`src/rtl/core/ldq_pkg.sv`:
```
// ldq_pkg: shared types and constants for the light darkness qualifier
// no dependencies; imported by light_darkness_qualifier and its test bench
package ldq_pkg;

    // field widths
    localparam int LEVEL_W = 16;   // q4.12 register / ambient width
    localparam int DIFF_W  = 15;   // diffuse light width
    localparam int SMOOTH_W = 17;  // smoothed and committed level width
    localparam int TIMER_W = 17;   // hold timer width
    localparam int CFG_IDX_W = 2;

    // one second in q4.12
    localparam logic [TIMER_W-1:0] ONE_SECOND = 17'd4096;

    // configuration reset values
    localparam logic signed [LEVEL_W-1:0] INTERIOR_THRESHOLD_RST = 16'sd0;
    localparam logic signed [LEVEL_W-1:0] EXTERIOR_THRESHOLD_RST = 16'sd0;
    localparam logic [LEVEL_W-1:0]        CHANGE_DELTA_RST       = 16'd307;
    localparam logic [LEVEL_W-1:0]        HOLD_TIME_RST          = 16'd12288;

    // configuration register indexes
    typedef enum logic [CFG_IDX_W-1:0] {
        REG_INTERIOR_THRESHOLD = 2'd0,
        REG_EXTERIOR_THRESHOLD = 2'd1,
        REG_CHANGE_DELTA       = 2'd2,
        REG_HOLD_TIME          = 2'd3
    } t_cfg_reg;

    // item operation codes
    typedef enum logic {
        OP_TICK   = 1'b0,
        OP_SAMPLE = 1'b1
    } t_operation;

endpackage

```
`src/rtl/core/light_darkness_qualifier.sv`:
```
// light_darkness_qualifier: smoothed light level to qualified darkness flag
// depends on ldq_pkg for widths, reset values, register and operation codes
//
// channel  | direction | handshake                | payload
// ---------+-----------+--------------------------+-----------------------------------
// item in  | input     | i_valid / o_stall        | i_operation, i_elapsed, i_ambient_level,
//          |           |                          | i_diffuse_level, i_interior
// result   | output    | o_valid / i_stall        | o_dark, o_darkness_changed
// config   | input     | i_cfg_valid / o_cfg_ready| i_cfg_index, i_cfg_data
//
// an item transfer loads the input register; once the result register has
// room the update logic writes the state and the result register, which
// then offers the result; one item per cycle sustained while i_stall is low
// (set by the single state update path)
// reset is synchronous on i_rst_n low and clears state, config and valids
// an output stall holds the result register; the input register keeps
// accepting until it is also full, then o_stall rises
// config is always ready; users write it only while the block is idle (not enforced)
module light_darkness_qualifier (
    input  logic                                   i_clk,
    input  logic                                   i_rst_n,
    // item input
    input  logic                                   i_valid,
    output logic                                   o_stall,
    input  logic                                   i_operation,
    input  logic [ldq_pkg::LEVEL_W-1:0]            i_elapsed,
    input  logic signed [ldq_pkg::LEVEL_W-1:0]     i_ambient_level,
    input  logic [ldq_pkg::DIFF_W-1:0]             i_diffuse_level,
    input  logic                                   i_interior,
    // result output
    output logic                                   o_valid,
    input  logic                                   i_stall,
    output logic                                   o_dark,
    output logic                                   o_darkness_changed,
    // configuration
    input  logic                                   i_cfg_valid,
    output logic                                   o_cfg_ready,
    input  logic [ldq_pkg::CFG_IDX_W-1:0]          i_cfg_index,
    input  logic [ldq_pkg::LEVEL_W-1:0]            i_cfg_data
);
    import ldq_pkg::*;

    // configuration registers
    logic signed [LEVEL_W-1:0] r_interior_threshold;
    logic signed [LEVEL_W-1:0] r_exterior_threshold;
    logic [LEVEL_W-1:0]        r_change_delta;
    logic [LEVEL_W-1:0]        r_hold_time;

    // input register
    logic                      r_in_valid;
    logic                      r_in_operation;
    logic [LEVEL_W-1:0]        r_in_elapsed;
    logic signed [LEVEL_W-1:0] r_in_ambient;
    logic [DIFF_W-1:0]         r_in_diffuse;
    logic                      r_in_interior;

    // qualifier state
    logic signed [SMOOTH_W-1:0] r_smoothed_level, n_smoothed_level;
    logic signed [SMOOTH_W-1:0] r_committed_level, n_committed_level;
    logic                       r_primed, n_primed;
    logic                       r_pending_valid, n_pending_valid;
    logic                       r_pending_dark, n_pending_dark;
    logic                       r_dark_flag, n_dark_flag;
    logic [TIMER_W-1:0]         r_hold_timer, n_hold_timer;

    // result register
    logic r_out_valid;
    logic r_out_dark;
    logic r_out_changed;
    logic n_changed;

    // handshake
    logic in_xfer;
    logic out_xfer;
    logic advance;

    assign out_xfer    = r_out_valid && !i_stall;
    // the input register moves into the result register when it has room
    assign advance     = r_in_valid && (!r_out_valid || !i_stall);
    assign o_stall     = r_in_valid && !advance;
    assign in_xfer     = i_valid && !o_stall;
    assign o_cfg_ready = 1'b1;

    assign o_valid            = r_out_valid;
    assign o_dark             = r_out_dark;
    assign o_darkness_changed = r_out_changed;

    // configuration writes
    always_ff @(posedge i_clk) begin
        if (!i_rst_n) begin
            r_interior_threshold <= INTERIOR_THRESHOLD_RST;
            r_exterior_threshold <= EXTERIOR_THRESHOLD_RST;
            r_change_delta       <= CHANGE_DELTA_RST;
            r_hold_time          <= HOLD_TIME_RST;
        end else if (i_cfg_valid && o_cfg_ready) begin
            case (t_cfg_reg'(i_cfg_index))
                REG_INTERIOR_THRESHOLD: r_interior_threshold <= i_cfg_data;
                REG_EXTERIOR_THRESHOLD: r_exterior_threshold <= i_cfg_data;
                REG_CHANGE_DELTA:       r_change_delta       <= i_cfg_data;
                REG_HOLD_TIME:          r_hold_time          <= i_cfg_data;
                default: ;
            endcase
        end
    end

    // input register
    always_ff @(posedge i_clk) begin
        if (!i_rst_n) begin
            r_in_valid <= 1'b0;
        end else if (in_xfer) begin
            r_in_valid <= 1'b1;
        end else if (advance) begin
            r_in_valid <= 1'b0;
        end
    end

    always_ff @(posedge i_clk) begin
        if (in_xfer) begin
            r_in_operation <= i_operation;
            r_in_elapsed   <= i_elapsed;
            r_in_ambient   <= i_ambient_level;
            r_in_diffuse   <= i_diffuse_level;
            r_in_interior  <= i_interior;
        end
    end

    // update datapath
    logic signed [SMOOTH_W-1:0] ambient_clamped;
    logic signed [SMOOTH_W-1:0] level;
    logic signed [SMOOTH_W:0]   step_diff;
    logic signed [SMOOTH_W:0]   smooth_sum;
    logic signed [SMOOTH_W-1:0] smooth_new;
    logic signed [SMOOTH_W:0]   drift;
    logic [SMOOTH_W:0]          drift_mag;
    logic signed [SMOOTH_W-1:0] threshold;
    logic                       level_dark;
    logic                       smooth_dark;
    logic                       trigger;
    logic                       pend_v1;
    logic                       pend_d1;
    logic [TIMER_W-1:0]         timer1;
    logic [TIMER_W-1:0]         timer_cap;
    logic [TIMER_W:0]           timer_sum;

    always_comb begin
        // interior clamps negative ambient at zero
        if (r_in_interior && r_in_ambient[LEVEL_W-1]) begin
            ambient_clamped = '0;
        end else begin
            ambient_clamped = SMOOTH_W'(r_in_ambient);
        end
        level = ambient_clamped + $signed({{(SMOOTH_W-DIFF_W){1'b0}}, r_in_diffuse});

        threshold = r_in_interior ? SMOOTH_W'(r_interior_threshold)
                                  : SMOOTH_W'(r_exterior_threshold);
        level_dark = level < threshold;

        // half step toward the level, floor rounding via arithmetic shift
        step_diff  = (SMOOTH_W+1)'(level) - (SMOOTH_W+1)'(r_smoothed_level);
        smooth_sum = (SMOOTH_W+1)'(r_smoothed_level) + (step_diff >>> 1);
        smooth_new = smooth_sum[SMOOTH_W-1:0];

        drift     = (SMOOTH_W+1)'(smooth_new) - (SMOOTH_W+1)'(r_committed_level);
        drift_mag = drift[SMOOTH_W] ? unsigned'(-drift) : unsigned'(drift);
        smooth_dark = smooth_new < threshold;

        trigger = (drift_mag > {{(SMOOTH_W+1-LEVEL_W){1'b0}}, r_change_delta})
               && ((r_pending_valid && (r_pending_dark != smooth_dark))
                   || (r_dark_flag != smooth_dark));
        pend_v1 = trigger ? 1'b1 : r_pending_valid;
        pend_d1 = trigger ? smooth_dark : r_pending_dark;
        // timer restarts only when no change was pending yet
        timer1  = (trigger && !r_pending_valid) ? '0 : r_hold_timer;

        // tick path: timer saturates at hold time plus one second
        timer_cap = {1'b0, r_hold_time} + ONE_SECOND;
        timer_sum = {1'b0, r_hold_timer} + {{(TIMER_W+1-LEVEL_W){1'b0}}, r_in_elapsed};

        n_smoothed_level  = r_smoothed_level;
        n_committed_level = r_committed_level;
        n_primed          = r_primed;
        n_pending_valid   = r_pending_valid;
        n_pending_dark    = r_pending_dark;
        n_dark_flag       = r_dark_flag;
        n_hold_timer      = r_hold_timer;
        n_changed         = 1'b0;

        case (t_operation'(r_in_operation))
            OP_TICK: begin
                if (timer_sum > {1'b0, timer_cap}) begin
                    n_hold_timer = timer_cap;
                end else begin
                    n_hold_timer = timer_sum[TIMER_W-1:0];
                end
            end
            OP_SAMPLE: begin
                if (!r_primed) begin
                    // first sample primes the state
                    n_smoothed_level  = level;
                    n_committed_level = level;
                    n_dark_flag       = level_dark;
                    n_pending_valid   = 1'b0;
                    n_pending_dark    = 1'b0;
                    n_primed          = 1'b1;
                end else begin
                    n_smoothed_level = smooth_new;
                    if (trigger) begin
                        n_committed_level = smooth_new;
                    end
                    n_pending_valid = pend_v1;
                    n_pending_dark  = pend_d1;
                    n_hold_timer    = timer1;
                    // dark applies at once, light waits out the hold time
                    if (pend_v1 && (pend_d1 || (timer1 > {1'b0, r_hold_time}))) begin
                        n_dark_flag     = pend_d1;
                        n_changed       = pend_d1 != r_dark_flag;
                        n_pending_valid = 1'b0;
                    end
                end
            end
            default: ;
        endcase
    end

    // state update
    always_ff @(posedge i_clk) begin
        if (!i_rst_n) begin
            r_smoothed_level  <= '0;
            r_committed_level <= '0;
            r_primed          <= 1'b0;
            r_pending_valid   <= 1'b0;
            r_pending_dark    <= 1'b0;
            r_dark_flag       <= 1'b0;
            r_hold_timer      <= '0;
        end else if (advance) begin
            r_smoothed_level  <= n_smoothed_level;
            r_committed_level <= n_committed_level;
            r_primed          <= n_primed;
            r_pending_valid   <= n_pending_valid;
            r_pending_dark    <= n_pending_dark;
            r_dark_flag       <= n_dark_flag;
            r_hold_timer      <= n_hold_timer;
        end
    end

    // result register
    always_ff @(posedge i_clk) begin
        if (!i_rst_n) begin
            r_out_valid <= 1'b0;
        end else if (advance) begin
            r_out_valid <= 1'b1;
        end else if (out_xfer) begin
            r_out_valid <= 1'b0;
        end
    end

    always_ff @(posedge i_clk) begin
        if (advance) begin
            r_out_dark    <= n_dark_flag;
            r_out_changed <= n_changed;
        end
    end

    // a pending change to dark never survives its own item
    a_no_pending_dark: assert property (@(posedge i_clk) disable iff (!i_rst_n)
        !(r_pending_valid && r_pending_dark))
        else $error("pending dark change left unapplied");

    // nothing is pending before the first sample
    a_pending_needs_prime: assert property (@(posedge i_clk) disable iff (!i_rst_n)
        r_pending_valid |-> r_primed)
        else $error("pending change before priming");

    // a tick item never reports a change
    a_tick_no_change: assert property (@(posedge i_clk) disable iff (!i_rst_n)
        (advance && (r_in_operation == OP_TICK)) |=> (o_valid && !o_darkness_changed))
        else $error("tick item reported a darkness change");

    // a reported change really flips the flag
    a_change_flips: assert property (@(posedge i_clk) disable iff (!i_rst_n)
        (advance && n_changed) |=> (r_dark_flag != $past(r_dark_flag)))
        else $error("darkness change reported without a flag flip");

endmodule

```
`config.mk`:
```
export PLATFORM = sky130hd
export DESIGN_NAME = light_darkness_qualifier
export DESIGN_NICKNAME = d
export VERILOG_FILES = /design/src/rtl/core/ldq_pkg.sv /design/src/rtl/core/light_darkness_qualifier.sv
export SDC_FILE = /design/constraint.sdc
export NUM_CORES = 1
export LEC_CHECK = 0
export ABC_AREA = 1
export BUFFER_PORTS_ARGS = -buffer_cell sky130_fd_sc_hd__buf_4
export CORE_ASPECT_RATIO = 1.2
export CORE_MARGIN = 2
export CORE_UTILIZATION = 35
export CTS_BUF_LIST = sky130_fd_sc_hd__clkbuf_8
export DETAILED_ROUTE_END_ITERATION = 8
export SYNTH_ARGS = -nofsm -noshare
export SYNTH_HDL_FRONTEND = slang
export SYNTH_SLANG_ARGS = --single-unit
```
`constraint.sdc`:
```
create_clock -name i_clk -period 9 [get_ports i_clk]
set_clock_uncertainty 0.1 [all_clocks]
set_input_delay 0.9 -clock i_clk [delete_from_list [all_inputs] [get_ports i_clk]]
set_output_delay 0.9 -clock i_clk [all_outputs]
set_load 0.01 [all_outputs]
```
---- Word level (Yosys, flattened, before mapping) ----
Index checks and enable logic that the tools add are counted.
cells by class
  $add $sub $neg .......................... 7
  order comparisons ....................... 5
  equal/unequal tests ..................... 8
  muxes and demuxes ....................... 22
  bitwise gates (word level) .............. 1
  reductions and logical operators ........ 28
operators with widths
  cell                    number
  $mux 17                 8
  $sub 17x17->18          2
  $lt 17x17->1            2
  $pmux 17 s2             1
  $add 17x16->18          1
  $gt 18x16->1            1
  $gt 18x17->1            1
  $mux 18                 1
  $neg 18->18             1
  $add 16x13->17 const B  1
  $add 17x16->17          1
  $add 17x17->17          1
  $gt 17x16->1            1
  $mux 1                  12
  $reduce_and 2->1        6
  $logic_and 1x1->1       9
  $reduce_and 3->1        2
  $logic_not 1->1         5
  $eq 2x2->1 const B      2
  $reduce_bool 2->1       2
  $logic_or 1x1->1        3
  $ne 1x1->1              3
  $eq 2x1->1 const B      1
  $logic_not 2->1         1
  other kinds (3)         3
word-level totals
  flip-flop bits (word level) ............. 172
  bits of input ports ..................... 72
  output and inout port bits .............. 5
  logic and storage cells ................. 91

---- Longest topological paths before layout ----
  depth after elaboration ................. 18
  mapped depth ............................ 79
  depth with buffers taken out ............ 76

---- Worst setup path after synthesis ----
No wires, ideal clock.
  kind .................................... reg-to-reg
  start point ............................. reg r_in_interior
  end point ............................... reg r_out_dark (netlist: o_dark), data pin
  library setup time ...................... 0.266 ns
  data arrival time ....................... 9.154 ns
  data required time ...................... 8.634 ns
  path slack .............................. -0.520 ns
  cell stages (with the launch flop) ...... 72
  buffers on the path ..................... 3
  clock period less this slack ............ 9.520 ns
  cells stage by stage .................... edfxtp_1 buf_2 nand2_1 inv_1 clkbuf_1 nor2_1 ha_1 inv_1 fa_1 o21ai_0 nand2_1 nand2_1 a21oi_1 o21ai_0 a21oi_1 o21ai_0 xor2_1 inv_1 (+36 left out) buf_12 nand2_2 inv_1 ha_1 nand2_1 nor3_1 nand3_1 nand3_1 a21oi_1 or2_2 inv_1 o21ai_0 a21boi_0 o21ai_0 nand3_4 nand3_1 nand3_2 a22oi_1
between the ends
  word-level cells in the longest chain between the ends .. 18
  elaborated cells between the ends (all ways) .. 27
  classes of those cells .................. 5 x add/sub; 4 x order compare; 2 x eq/ne; 9 x mux; 7 x reduce/logical
RTL lines
  element                                         line                                                              source
  start, declared                                 light_darkness_qualifier.sv:55                                    logic r_in_interior;
  start signal, assigned                          light_darkness_qualifier.sv:123                                   r_in_interior <= i_interior;
  $logic_and 1x1->1                               light_darkness_qualifier.sv:147                                   if (r_in_interior && r_in_ambient[LEVEL_W-1]) begin
  $mux 17                                         light_darkness_qualifier.sv:147
  $add 17x16->17                                  light_darkness_qualifier.sv:152                                   level = ambient_clamped + $signed({{(SMOOTH_W-DIFF_W){1'b0}}, r_in_diffuse});
  $sub 17x17->18                                  light_darkness_qualifier.sv:159                                   step_diff = (SMOOTH_W+1)'(level) - (SMOOTH_W+1)'(r_smoothed_level);
  $add 17x17->17                                  light_darkness_qualifier.sv:160                                   smooth_sum = (SMOOTH_W+1)'(r_smoothed_level) + (step_diff >>> 1);
  $sub 17x17->18 or $lt 17x17->1 (tied branches)  light_darkness_qualifier.sv:163, light_darkness_qualifier.sv:165
  $neg 18->18 or $ne 1x1->1 (tied branches)       light_darkness_qualifier.sv:164, light_darkness_qualifier.sv:168
  $mux 18 or $logic_and 1x1->1 (tied branches)    light_darkness_qualifier.sv:164, light_darkness_qualifier.sv:168
  (+3 left out)                                   --
  $mux 17                                         light_darkness_qualifier.sv:173                                   timer1 = (trigger && !r_pending_valid) ? '0 : r_hold_timer;
  $gt 17x16->1                                    light_darkness_qualifier.sv:214                                   if (pend_v1 && (pend_d1 || (timer1 > {1'b0, r_hold_time}))) begin
  $logic_or 1x1->1                                light_darkness_qualifier.sv:214
  $logic_and 1x1->1                               light_darkness_qualifier.sv:214
  $mux 1                                          light_darkness_qualifier.sv:214
  $mux 1 (*)                                      light_darkness_qualifier.sv:197                                   if (!r_primed) begin
  $mux 1 (*)                                      light_darkness_qualifier.sv:188                                   case (t_operation'(r_in_operation))
  named net n_dark_flag                           light_darkness_qualifier.sv:63                                    logic r_dark_flag, n_dark_flag;
  end signal, assigned                            light_darkness_qualifier.sv:259                                   r_out_dark <= n_dark_flag;
  end, declared                                   light_darkness_qualifier.sv:68                                    logic r_out_dark;
Mark *: on every way through the listed nets, which the timed path passes. The rest lies on a longest branch.
A chain may end at the register's enable or synchronous reset.

---- Worst setup path in the final report ----
  start point ............................. reg r_in_ambient[15]
  end point ............................... reg r_out_dark (netlist: o_dark), data pin
between the ends
  word-level cells in the longest chain between the ends .. 18
  elaborated cells between the ends (all ways) .. 26
  classes of those cells .................. 5 x add/sub; 4 x order compare; 2 x eq/ne; 8 x mux; 7 x reduce/logical
RTL lines
  element                                         line                                                              source
  start, declared                                 light_darkness_qualifier.sv:53                                    logic signed [LEVEL_W-1:0] r_in_ambient;
  start signal, assigned                          light_darkness_qualifier.sv:121                                   r_in_ambient <= i_ambient_level;
  $logic_and 1x1->1                               light_darkness_qualifier.sv:147
  $mux 17 (*)                                     light_darkness_qualifier.sv:147
  $add 17x16->17 (*)                              light_darkness_qualifier.sv:152
  $sub 17x17->18                                  light_darkness_qualifier.sv:159
  $add 17x17->17                                  light_darkness_qualifier.sv:160
  $sub 17x17->18 or $lt 17x17->1 (tied branches)  light_darkness_qualifier.sv:163, light_darkness_qualifier.sv:165
  $neg 18->18 or $ne 1x1->1 (tied branches)       light_darkness_qualifier.sv:164, light_darkness_qualifier.sv:168
  $mux 18 or $logic_and 1x1->1 (tied branches)    light_darkness_qualifier.sv:164, light_darkness_qualifier.sv:168
  (+3 left out)                                   --
  $mux 17                                         light_darkness_qualifier.sv:173
  $gt 17x16->1                                    light_darkness_qualifier.sv:214
  $logic_or 1x1->1                                light_darkness_qualifier.sv:214
  $logic_and 1x1->1                               light_darkness_qualifier.sv:214
  $mux 1                                          light_darkness_qualifier.sv:214
  $mux 1 (*)                                      light_darkness_qualifier.sv:197
  $mux 1 (*)                                      light_darkness_qualifier.sv:188
  named net n_dark_flag                           light_darkness_qualifier.sv:63
Marked as above.

==> impl.org <==
** Power and ir drop
- VDD IR-drop max :: 0.209 mV
- Overall power consumption after layout is estimated at 6.66 mW.
- For this design the ratio of total power to cell area is 387 nW/um^2.
- For this design the static power due to leakage is 8.40 nW.

** Place
- Number of input and output port buffers inserted :: 75
- At the placement stage, the worst setup path has a slack of -0.706 ns.
- Standard cell area after detailed placement :: 15,900 sq um
- Final weighted congestion in routability-driven placement :: 0.856
- Summed over all nets, the half-perimeter wirelength after detailed placement is 30,200 um.

** Floorplanning
- For this design the top-level I/O count stands at 77.
- Height of the die :: 218 um
- Starting density of the core :: 35.5%
- The initialized floorplan defines 78 standard-cell rows.
- Core box area :: 37,800 sq um
- Area of the die :: 39,800 sq um
- The die is 183 um wide.

** Detailed routing
- The pre-antenna-repair detailed-routing pass consisted of 5 iterations.
- The final route contains 12,900 vias.
- Dividing the detail-routed wire length by the instance count gives 14.6 um.
- In this run the remaining antenna-violating nets after routing total 0.
- Via/cell ratio :: 4.89
- Total Routed Length :: 38,400 um
- After detailed routing, the number of remaining DRC violations is 0.
- The first routing iteration left 641 violations.

** Clock tree
- The H-tree was split into 4 levels.
- Clock buffers created by TritonCTS :: 17
- For the worst-skew pair, the clock arrives at the later sink with an insertion delay of 0.51 ns.
- Clock tree root buffer cell :: sky130_fd_sc_hd__clkbuf_8
- Clock-pin slew was measured on the worst setup and hold paths at 0.09 ns.
- Maximum clock insertion buffer count :: 2
- # hold bufs at CTS :: 0
- Clock Sinks :: 172
- TritonCTS built the clock tree.

** Worst setup path
- Sort of element at the start of the critical path :: register
- CP required :: 9.24 ns
- Delay of the slowest cell on the worst path :: 0.44 ns
- Among all stages on the critical path, the largest delay is contributed by sky130_fd_sc_hd__edfxtp_1.
- Cell type with the highest occurrence count on the critical path :: sky130_fd_sc_hd__nand2_1
- Critical path fanouts, max :: 6
- Kind of critical path :: register to register
- CP endpoint kind :: register
- At the worst endpoint, the arrival time is 9.70 ns.

** Timing
- After layout, the worst setup slack is -0.458 ns.
- Count of final setup violators :: 4
- In the final timing run, aggregate negative setup slack is -1.68 ns.
- The final count of pins violating max slew was 0.
- Setup repair after global routing could not meet its margin everywhere.
- Final count of hold timing violations :: 0
- Period Utilization, post-route :: 105%
- Maximum clock frequency :: 0.106 GHz
- Slew Limit Headroom :: 29.6%
- At the pin with the least slew margin, the transition time is 1.06 ns.
- The routed design could run at a clock period as short as 9.46 ns.

** Worst hold path
- The worst hold path belongs to the class register to register.

** Synth
- Summed over all instances, the cell type with the most area after synthesis is sky130_fd_sc_hd__dfxtp_1.
- Largest cells by area after synthesis :: sky130_fd_sc_hd__dfxtp_1, sky130_fd_sc_hd__ha_1, sky130_fd_sc_hd__edfxtp_1
- The synthesized design devotes to its leading area cell type 18.1% of total area.
- When the netlist entered floorplanning its net count stood at 2,097.
- Summing the sequential cell areas from Yosys gives 29.5% of the chip area.
- Most used DFF post-synth :: sky130_fd_sc_hd__dfxtp_1
- Post-synthesis instance area :: 13,400 sq um
- Fraction of registers with async set/reset :: 0%
- Synthesis produced a netlist whose cell count is 1,854.
- Yosys mapped a number of flops with a built-in enable equal to 51.
- Yosys printed 0 warnings.
- Post-Synthesis Mean Instance Area :: 7.22 sq um
- Unique cell type count in the Yosys netlist :: 55
- Synth Register Bits :: 172

** Global route
- Via count of the first global-routing pass :: 12,500
- Wire length of the first global-routing pass :: 61,900 um
- Pin count of the biggest net entering global routing :: 74
- The number of antenna violations at the first check in global routing is 1.
- GR Overflow Total :: 0
- Gr usage total :: 19.5%

** Run
- Max-cap violations in this run came to 0.

** Outcome
- Run status :: finished with violations
- Violations in the final reports :: setup timing

** Finish
- After the last flow step, the layout net total stands at 2,375.
- Share of layout cells above drive strength 1 :: 24.4%
- Once layout is complete, the utilization of the core stands at 45.5%.
- The area growth from synthesis to layout is 28.3%.
- After routing the design area is 17,200 sq um.
## layout make-up
cell class | count | area, sq um
flip-flops and latches | 172 | 3950
multi-input cells | 1328 | 8790
repair buffers | 301 | 2280
well taps | 480 | 601
clock inverters | 14 | 120
diodes | 1 | 2.50
clock buffers | 18 | 248
fillers | 3718 | 20600
inverters | 312 | 1180
## worst max-delay path: cells and delay by family, from the launching register on
family / cells / cell delay (ns)
AOI/OAI and AO/OA: 13 / 1.73
xor gates and xnor gates: 4 / 0.65
adders and majority gates: 7 / 1.94
buffers and inverters: 12 / 1.16
DFF: 1 / 0.44
and+or+nand+nor: 34 / 3.29
## cells in the mapped netlist (12+ instances only)
library cell and n:
sky130_fd_sc_hd__nand3_1 60, sky130_fd_sc_hd__nand4_1 19, sky130_fd_sc_hd__mux2i_1 15, sky130_fd_sc_hd__nor3_1 12, sky130_fd_sc_hd__clkbuf_1 32, sky130_fd_sc_hd__dfxtp_1 121, sky130_fd_sc_hd__nand2_2 35, sky130_fd_sc_hd__o21ai_1 17
sky130_fd_sc_hd__nand2_1 319, sky130_fd_sc_hd__ha_1 166, sky130_fd_sc_hd__edfxtp_1 51, sky130_fd_sc_hd__a21oi_1 190, sky130_fd_sc_hd__xor2_1 56, sky130_fd_sc_hd__xnor2_1 15, sky130_fd_sc_hd__inv_1 306, sky130_fd_sc_hd__o21ai_0 151
sky130_fd_sc_hd__nor2_1 169
## power by group
| part | switching, mW | total [mW] | internal (mW) | leakage [nW] |
|---|---|---|---|---|
| Sequential | 0.0251 | 0.870 | 0.845 | 1.49 |
| Combinational | 2.95 | 5.25 | 2.30 | 6.72 |
| Clock | 0.308 | 0.534 | 0.226 | 0.198 |
| Total | 3.29 | 6.66 | 3.37 | 8.40 |
## cell families after synthesis
kind of cell	synth area share [%]
AO/OA/AOI/OAI	16.8
multiplexers	1.12
XOR/XNOR	4.64
flip-flops	29.5
adder cells (fa/ha/maj)	16.3
AND/OR/NAND/NOR	21.3
other	0.0280
buffers and inverters	10.3
## timing repair
item / 4_1_cts / 5_1_grt
gates resized for setup: 68 / 49
buffers inserted: 27 / 15
gates cloned: 3 / 0
endpoints found under the setup margin: 4 / 13
pin swaps: 77 / 48
## per-stage QoR
step	std cells	hold WS, ns
floorplan	1854	0.335
global placement	2548	0.348
detailed placement	2548	0.357
CTS	2610	0.371
global route	2626	0.395
finish	2626	0.369
## placed cells by master (no fill, tap or decap), types with 23 or more instances in the layout
cell type                    n
sky130_fd_sc_hd__ha_1      143
sky130_fd_sc_hd__a21oi_1   164
sky130_fd_sc_hd__buf_4     297
sky130_fd_sc_hd__o21ai_0   139
sky130_fd_sc_hd__edfxtp_1   51
sky130_fd_sc_hd__a21oi_2    25
sky130_fd_sc_hd__ha_4       23
sky130_fd_sc_hd__dfxtp_1   121
sky130_fd_sc_hd__nor2_1    160
sky130_fd_sc_hd__nand2_2    44
sky130_fd_sc_hd__nand2_1   300
sky130_fd_sc_hd__inv_1     293
sky130_fd_sc_hd__xor2_1     52
sky130_fd_sc_hd__nand3_1    58
## layer usage
metal,track usage (%),vias up,share of wire [%]
met3,2.12,64,2.8
met5,0,-,0
li1,-,6647,-
met4,8.49,0,3.4
met1,22.6,5909,43
met2,36.2,232,51
## final timing paths
kind | depth (start not counted) | startpoint | end | slack [ns]
min | 2 | r_change_delta[13] | r_change_delta[13] | 0.37
min reg2reg | 2 | r_change_delta[13] | r_change_delta[13] | 0.37
max reg2reg | 70 | r_in_ambient[15] | o_dark | -0.46
max | 70 | r_in_ambient[15] | o_dark | -0.46
## registers in the layout, summed over array words and instances (netlist names), 15 cells and up
signal / count
r_in_elapsed: 16
r_change_delta: 16
r_committed_level: 17
r_smoothed_level: 17
r_exterior_threshold: 16
r_hold_timer: 17
r_hold_time: 16
r_interior_threshold: 16
r_in_ambient: 16
r_in_diffuse: 15
Power figures use the tool's default switching activity.
